$ cat src/hdl/fsla_pkg.sv
// Shared constants, codes and control types of the slot allocator.
`default_nettype none
package fsla_pkg;

  localparam int SLOTS_DEF     = 1024;
  localparam int MAX_SHIFT_DEF = 12;
  localparam int MIN_SHIFT     = 3;

  localparam int OFFSET_W   = 22;
  localparam int COUNT_W    = 11;
  localparam int SHIFT_W    = 4;
  localparam int STATUS_W   = 2;
  localparam int CFG_IDX_W  = 1;
  localparam int S_TDATA_W  = 24;
  localparam int S_TUSER_W  = 1;
  localparam int M_TDATA_W  = 40;
  localparam int M_TUSER_W  = STATUS_W;

  localparam logic [SHIFT_W-1:0] SHIFT_RST = 4'd3;
  localparam logic [COUNT_W-1:0] COUNT_RST = 11'd1024;

  localparam logic OP_ALLOC = 1'b0;
  localparam logic OP_FREE  = 1'b1;

  localparam logic [CFG_IDX_W-1:0] REG_SLOT_SHIFT = 1'b0;
  localparam logic [CFG_IDX_W-1:0] REG_SLOT_COUNT = 1'b1;

  typedef enum logic [STATUS_W-1:0] {
    ST_OK       = 2'd0,
    ST_EMPTY    = 2'd1,
    ST_BAD_ADDR = 2'd2,
    ST_CORRUPT  = 2'd3
  } status_t;

  // controller -> datapath
  typedef struct packed {
    logic cfg_we;      // config write transaction this cycle
    logic clr;         // clearing pass active
    logic accept;      // request transaction this cycle
    logic pop;         // load head from link read data
  } cmd_t;

  // datapath -> controller
  typedef struct packed {
    logic alloc_pop;   // current request is an allocate that succeeds
    logic clr_done;    // clearing pass writes its last entry
    logic out_free;    // output register can take a result
  } sts_t;

endpackage
`default_nettype wire

$ cat src/hdl/fsla_ctrl.sv
// Sequencer of the slot allocator: clearing pass, request intake, head reload.
`default_nettype none
module fsla_ctrl (
  input  wire            clk,
  input  wire            rst,
  input  wire            s_tvalid,
  output logic           s_tready,
  input  wire            cfg_valid,
  output logic           cfg_ready,
  input  fsla_pkg::sts_t sts,
  output fsla_pkg::cmd_t cmd
);
  import fsla_pkg::*;

  typedef enum logic [1:0] {
    S_CLEAR,
    S_IDLE,
    S_POP
  } state_t;

  state_t state;
  logic   cfg_fire;
  logic   accept;

  assign cfg_ready = 1'b1;
  assign cfg_fire  = cfg_valid && cfg_ready;
  assign s_tready  = (state == S_IDLE) && sts.out_free;
  assign accept    = s_tvalid && s_tready;

  always_comb begin
    cmd.cfg_we = cfg_fire;
    cmd.clr    = (state == S_CLEAR);
    cmd.accept = accept;
    cmd.pop    = (state == S_POP);
  end

  always_ff @(posedge clk) begin
    if (rst) begin
      state <= S_CLEAR;
    end else if (cfg_fire) begin
      // any register write rebuilds the pool
      state <= S_CLEAR;
    end else begin
      case (state)
        S_CLEAR: begin
          if (sts.clr_done) state <= S_IDLE;
        end
        S_IDLE: begin
          if (accept && sts.alloc_pop) state <= S_POP;
        end
        S_POP: begin
          state <= S_IDLE;
        end
        default: begin
          state <= S_CLEAR;
        end
      endcase
    end
  end

endmodule
`default_nettype wire

$ cat config.mk
export PLATFORM = sky130hd
export DESIGN_NAME = fsla_ctrl
export DESIGN_NICKNAME = d
export VERILOG_FILES = /design/src/hdl/fsla_pkg.sv /design/src/hdl/fsla_ctrl.sv
export SDC_FILE = /design/constraint.sdc
export NUM_CORES = 1
export LEC_CHECK = 0
export BUFFER_PORTS_ARGS = -buffer_cell sky130_fd_sc_hd__buf_4
export CORE_AREA = 2 2 39 41
export DETAILED_ROUTE_END_ITERATION = 6
export DIE_AREA = 0 0 41 43
export PLACE_DENSITY = 0.34
export SETUP_SLACK_MARGIN = 0.15
export SLEW_MARGIN = 30
export SYNTH_ARGS = -nofsm -noshare
export SYNTH_HDL_FRONTEND = slang
export SYNTH_SLANG_ARGS = --single-unit
$ cat constraint.sdc
create_clock -name clk -period 0.89 [get_ports clk]
set_input_delay 0 -clock clk [delete_from_list [all_inputs] [get_ports clk]]
set_output_delay 0 -clock clk [all_outputs]
set_load 0.01 [all_outputs]
# Word-level counts from Yosys, hierarchy flattened
# Cells that the tools add are included.
# op_classes
n_eq_ne,4
n_mux,3
n_reduce_logical,6
# op_table
cell,count
$pmux W2 S3,1
$mux W2,2
$logic_and A1 B1 Y1,3
$eq A2 B1 Y1 const B,1
$eq A2 B2 Y1 const B,1
$logic_not A2 Y1,1
$ne A2 B1 Y1 const B,1
$ne A2 B2 Y1 const B,1
$reduce_and A2 Y1,1
$reduce_or A2 Y1,1
# totals
ff_bits,2
input_bits,7
output_inout_bits,6
wordCells,14

# Depth between registers and ports, before layout
# Gate-level depths: netlist (run 1).
# logic_depth
depth_word,6
mapped_depth,3
mapped_depth_nobuf,2

# Least setup slack after synthesis (run 1)
# No wires, ideal clock.
# synth_timing
path_kind,register to register
startpoint,reg state[1]
endpoint,reg state[0]
setup_time_ns,0.116
arrival_time_ns,0.812
t_required_ns,0.774
setup_slack_ns,-0.038
stages_incl_launch_ff,3
n_path_buf,0
period_less_slack_ns,0.928
path_cell_list,dfxtp_1 > or3_1 > and3_1
# synth_via
elab_chain_len,6
elab_cells_between_ends,10
classes_between,eq/ne (4); mux (1); reduce/logical (5)
# synth_rtl
item,line_no,source
from (decl),fsla_ctrl.sv:21,state_t state;
from (signal assigned),fsla_ctrl.sv:39,state <= S_CLEAR;
from (signal assigned),fsla_ctrl.sv:42,state <= S_CLEAR;
from (signal assigned),fsla_ctrl.sv:46,if (sts.clr_done) state <= S_IDLE;
$eq A2 B1 Y1,"fsla_ctrl.sv:27, fsla_ctrl.sv:44",
$logic_and A1 B1 Y1,fsla_ctrl.sv:27,assign s_tready = (state == S_IDLE) && sts.out_free;
$logic_and A1 B1 Y1,fsla_ctrl.sv:28,assign accept = s_tvalid && s_tready;
$logic_and A1 B1 Y1,fsla_ctrl.sv:49,if (accept && sts.alloc_pop) state <= S_POP;
$ne A2 B1 Y1 (no source line),-,
$reduce_and A2 Y1 (no source line),-,
# Parallel ways exist; a longest one is shown, timed or not.
# A chain may end at the register's enable or synchronous reset.

# Final worst setup path (run 1)
# layout_timing
startpoint,reg state[0]
endpoint,reg state[0]
# Same word-level chain as after synthesis.

==> results of run 1 <==
==> final timing paths <==
path | end | depth (start not counted)
worst max-delay path | state[0]$_SDFFE_PP0P_ | 4
worst min register to register | state[1]$_SDFFE_PP0P_ | 2
worst min-delay path | state[1]$_SDFFE_PP0P_ | 3
worst max register to register | state[0]$_SDFFE_PP0P_ | 4
==> through the flow <==
stage	util	hold WS, ns	total power, mW	setup TNS [ns]
floorplan	-	0.0918	0.121	-0.0201
global placement	0.167	0.203	0.153	-0.00443
detailed placement	0.167	0.201	0.153	-0.00858
CTS	0.207	0.0473	0.380	-0.222
global route	0.207	0.0711	0.388	-0.401
finish	0.207	0.0626	0.365	-0.215
==> power by group <==
part | internal (mW) | switching (mW)
registers | 0.0932 | 0.00147
logic | 0.0411 | 0.0275
clock network | 0.149 | 0.0525
total | 0.283 | 0.0814
==> placed cells by master (no fill, tap or decap) <==
master / Yosys / final
nand4_1: 1 / 1
clkbuf_4: 0 / 3
and3_1: 1 / 1
nand2_4: 0 / 1
buf_4: 3 / 12
nor2b_1: 1 / 1
nand4bb_1: 1 / 1
buf_6: 0 / 2
conb_1: 1 / 1
dfxtp_2: 0 / 2
nor3_1: 1 / 1
a211oi_2: 0 / 1
nor3b_2: 0 / 1
nor2_1: 2 / 2
or3_1: 1 / 1
==> layout make-up <==
| class | count | area (µm²) | share of cell area |
|---|---|---|---|
| Clock buffer | 3 | 22.5 | 0.0786 |
| Multi-Input combinational cell | 12 | 88.8 | 0.310 |
| Sequential cell | 2 | 42.5 | 0.148 |
| Tap cell | 16 | 20.0 | 0.0699 |
| Timing Repair Buffer | 14 | 113 | 0.393 |
==> timing repair <==
item | in CTS | in global routing
setup buffers | 1 | 0
setup endpoints to repair | 6 | 6
gates resized for setup | 6 | 0
pin swaps | 4 | 2
cloned | 0 | 0
==> kinds of logic (layout without fill, tap and decap cells) <==
| kind of cell | Yosys count | count (layout) |
|---|---|---|
| other cells | 1 | 1 |
| compound gates | 1 | 1 |
| buf+inv | 3 | 17 |
| simple gates | 10 | 10 |
| flops | 2 | 2 |
==> tightest hold or removal path, cell delays in order <==
cell	delay (ns)
buf_4	0.12
nand2_4	0.07
nor3_1	0.05
==> routing by layer <==
| metal | global-route usage | vias up | part of all wire | wire [µm] |
|---|---|---|---|---|
| li1 | - | 86 | - | - |
| met1 | 0.0799 | 66 | 0.43 | 189 |
| met2 | 0.0781 | 10 | 0.43 | 186 |
| met3 | 0.0366 | 0 | 0.14 | 60 |
| met4 | 0.0400 | 0 | 0 | 0 |
| met5 | 0 | - | 0 | 0 |
==> results_dict.tcl, run 1 <==
set metrics [dict create \
    dr.pass1.iters 3 \
    io_buffers 11 \
    path_max_fanout 4 \
    synthArstFlopShare 0 \
    root_buffer "clkbuf_4" \
    worst-setup-path-type "flop to flop" \
    via_per_inst 3.45 \
    synthMuxAreaShare 0 \
    die-area_um2 1760 \
    cts_made_buffers 3 \
    max-cap-violations 0 \
    grt_max_degree 5 \
    synth.most_common_cell "buf_4" \
    fmax_mhz 1010 \
    synth_commonest_cells "buf_4, dfxtp_1, nor2_1" \
    post-route-drc-count 0 \
    cp_slowest_cell "dfxtp_2" \
    final_hold_viol_count 0 \
    ff2ff_setup_slack_ns -0.1 \
    io_pins 13 \
    synthFlopType "dfxtp_1" \
    synth_top_area_frac 0.299 \
    peakVddDrop_v 0.000296 \
    crit_family "flip-flops" \
    cts_tree "yes" \
    setup_violations 3 \
    worstPathRequired_ns 1.05 \
    ant_nets 0 \
    violations "setup timing" \
    synth_top_family_by_area "simple AND/OR/NAND/NOR gates" \
    end_kind "flop" \
    clock_tree.buffer_depth 2 \
    yosys.area_share.xor_xnor 0 \
    crit_start "state[0]$_SDFFE_PP0P_" \
    finalNonFillerCells 47 \
    grt.overflow.total 0 \
    crit_buf_inv 2 \
    hp-class "primary input to flop" \
    synth_warnings 0 \
    regMostFlops "state" \
    drv_slew 0 \
    ys_ff_latch 2 \
    htreeDepth 1 \
    grt_pass1_vias 173 \
    p_leak_nw 0.139 \
    crit_chain "buf_6 > buf_4 > a211oi_2 > and3_1" \
    wl_per_cell_um 9.28 \
    initial_core_util 0.0967 \
    period_needed_ns 0.986 \
    synth_area_leaders "dfxtp_1, buf_4, nand4bb_1" \
    postCtsHoldBufs 0 \
    die_height_um 43 \
    num_antenna_cells 0 \
    r2r-start "state[0]$_SDFFE_PP0P_" \
    skew_ns 0.000155 \
    area_growth_pct 114 \
    status "finished, violations left" \
    worstHoldStart "sts[0]" \
    placed_cell_area_um2 231 \
    synth_compound_area_frac 0.0561 \
    rsz0062_at_grt "true" \
    grt_first_pass_wirelength_um 738 \
    die_x_um 41 \
    reg_top3 "state x2" \
    layout_setup_ws_ns -0.0956 \
    critical_path.startpoint_type "flop" \
    postLayoutCellArea_um2 287 \
    netlist_area_um2 134 \
    cts.sinks 2 \
    yosys.area.top_type "dfxtp_1" \
    worst_skew_pair.late_latency_ns 0.22 \
    drive_above_1_share 0.710 \
    place_hpwl_um 308 \
    largest_reg_flops 2 \
    yosysUniqueCellTypes 13 \
    core_region_area_um2 1380 \
    synth_edf_count 0 \
    syn_nets 24 \
    arrival_ns 1.15 \
    fillers 162 \
    final.period_utilization 1.11 \
    wl_um 436 \
    dp_cells 43 \
    cellPowerDensity_nw_per_um2 1270 \
    syn_inst 17 \
    gp_congestion 0.662 \
    synthAdderAreaFrac 0 \
    track_usage 0.0631 \
    std_cell_rows 14 \
    drt_iter0_drc 1 \
    grt_antenna_before_repair 0 \
    via_count 162 \
    yosysSeqAreaShare 0.299 \
    synthSimpleGateAreaFrac 0.449 \
    pre_cts_ws_ns -0.00858 \
    avgSynthCellArea_um2 7.88 \
    slowest_delay_ns 0.31 \
    finalNetCount 40 \
    clk_pin_slew_worst_paths_ns 0.03 \
]
Power figures use the tool's default switching activity.
==> run 2: changes to the inputs <==
- RECOVER_POWER: default -> 50
==> results_dict.tcl, run 2 (synthesis gave the netlist of run 1 again) <==
set metrics [dict create \
    setup_violations 3 \
    grt.overflow.total 0 \
    max-cap-violations 0 \
    final_common_cell "buf_4" \
    peakVddDrop_v 0.000296 \
    cts_made_buffers 3 \
    initial_core_util 0.0967 \
    finalNetCount 40 \
    clk_pin_slew_worst_paths_ns 0.03 \
    io_pins 13 \
    status "finished, violations left" \
    violations "setup timing" \
    drive_above_1_share 0.677 \
    cts.sinks 2 \
    seqPwrFrac 0.261 \
    final.period_utilization 1.11 \
    p_switching_mw 0.0813 \
    multiInputGateArea_um2 88.8 \
    layout_common_cells "buf_4, clkbuf_4, nor2_1, buf_6, dfxtp_2" \
    final_hold_viol_count 0 \
    pre_cts_ws_ns -0.00858 \
    arrival_ns 1.15 \
    combPwrFrac 0.184 \
    drt_iter0_drc 1 \
    gp_congestion 0.662 \
    seq_area_um2 42.5 \
    grt_pass1_vias 173 \
    regMostFlops "state" \
    htreeDepth 1 \
    hp-class "primary input to flop" \
    drv_slew 0 \
    layout_setup_ws_ns -0.0956 \
    period_needed_ns 0.986 \
    die_x_um 41 \
    internal-power_mw 0.281 \
    cellPowerDensity_nw_per_um2 1280 \
    largest_reg_flops 2 \
    worst_skew_pair.late_latency_ns 0.22 \
    track_usage 0.0631 \
    area_growth_pct 111 \
    postCtsHoldBufs 0 \
    path_max_fanout 4 \
    num_antenna_cells 0 \
    rsz0062_at_grt "true" \
    dr.pass1.iters 3 \
    die-area_um2 1760 \
    post-route-drc-count 0 \
    fillers 164 \
    wl_per_cell_um 9.30 \
    worst-setup-path-type "flop to flop" \
    place_hpwl_um 308 \
    grt_first_pass_wirelength_um 738 \
    clkPwrFrac 0.555 \
    via_count 162 \
    std_cell_rows 14 \
    grt_max_degree 5 \
    p_leak_nw 0.136 \
    io_buffers 11 \
    end_kind "flop" \
    worstPathRequired_ns 1.05 \
    fmax_mhz 1010 \
    core_region_area_um2 1380 \
    grt_antenna_before_repair 0 \
    clock_tree.buffer_depth 2 \
    cts_tree "yes" \
    power_mw 0.363 \
    skew_ns 0.0000671 \
    p_sw_frac 0.224 \
    wl_um 437 \
    reg_top3 "state x2" \
    critical_path.startpoint_type "flop" \
    ant_nets 0 \
    die_height_um 43 \
    via_per_inst 3.45 \
    root_buffer "clkbuf_4" \
]
[run 2: cell types whose count changed in the layout (fill, tap and decap cells not counted)]
cell and change:
clkbuf_1 +1, buf_4 -1
[run 2: through the flow]
step	utilization	instances	instance area (µm²)	TNS (ns)	hold slack (ns)
global placement	0.167	43	231	-0.00443	0.203
floorplan	-	17	136	-0.0201	0.0918
finish	0.204	47	283	-0.214	0.0626
detailed placement	0.167	43	231	-0.00858	0.201
global route	0.204	47	283	-0.401	0.0711
CTS	0.207	47	287	-0.222	0.0473
[run 2: what timing repair did]
| item | 4_1_cts | 5_1_grt |
|---|---|---|
| resized for setup | 6 | 0 |
| buffers inserted | 1 | 0 |
| endpoints found under the setup margin | 6 | 6 |
| pin swaps | 4 | 2 |
[run 2: power groups by stage]
stage | clock network [mW] | registers [mW] | logic (mW)
finish | 0.201 | 0.0947 | 0.0667
global route | 0.218 | 0.0950 | 0.0732
CTS | 0.217 | 0.0947 | 0.0683
detailed placement | 0 | 0.0954 | 0.0577
global placement | 0 | 0.0953 | 0.0573
floorplan | 0 | 0.0970 | 0.0243
[run 2: cell type report]
cell class,instances,share of cell area
timing repair buffer,14,0.385
multi-input combinational,12,0.314
sequential,2,0.150
clock buffer,3,0.0796
tap,16,0.0708
[run 2: routing by layer]
layer  routed length [µm]  part of all wire  up-vias  track usage
li1                     -                 -       86            -
met1                  191              0.44       66       0.0799
met2                  185              0.42       10       0.0781
met3                   60              0.14        0       0.0366
met4                    0                 0        0       0.0400
met5                    0                 0        -            0
[run 2: worst paths after layout]
kind | to | slack [ns] | depth (start not counted) | startpoint
setup / recovery | state[0]$_SDFFE_PP0P_ | -0.1 | 4 | state[0]$_SDFFE_PP0P_
hold / removal | state[1]$_SDFFE_PP0P_ | 0.06 | 3 | sts[0]
setup reg to reg | state[0]$_SDFFE_PP0P_ | -0.1 | 4 | state[0]$_SDFFE_PP0P_
hold reg to reg | state[1]$_SDFFE_PP0P_ | 0.55 | 2 | state[1]$_SDFFE_PP0P_
[run 2: critical path, cell delays in order (launching register included)]
cell      delay, ns
dfxtp_2        0.31
buf_6          0.12
buf_4          0.13
a211oi_2       0.20
and3_1         0.16
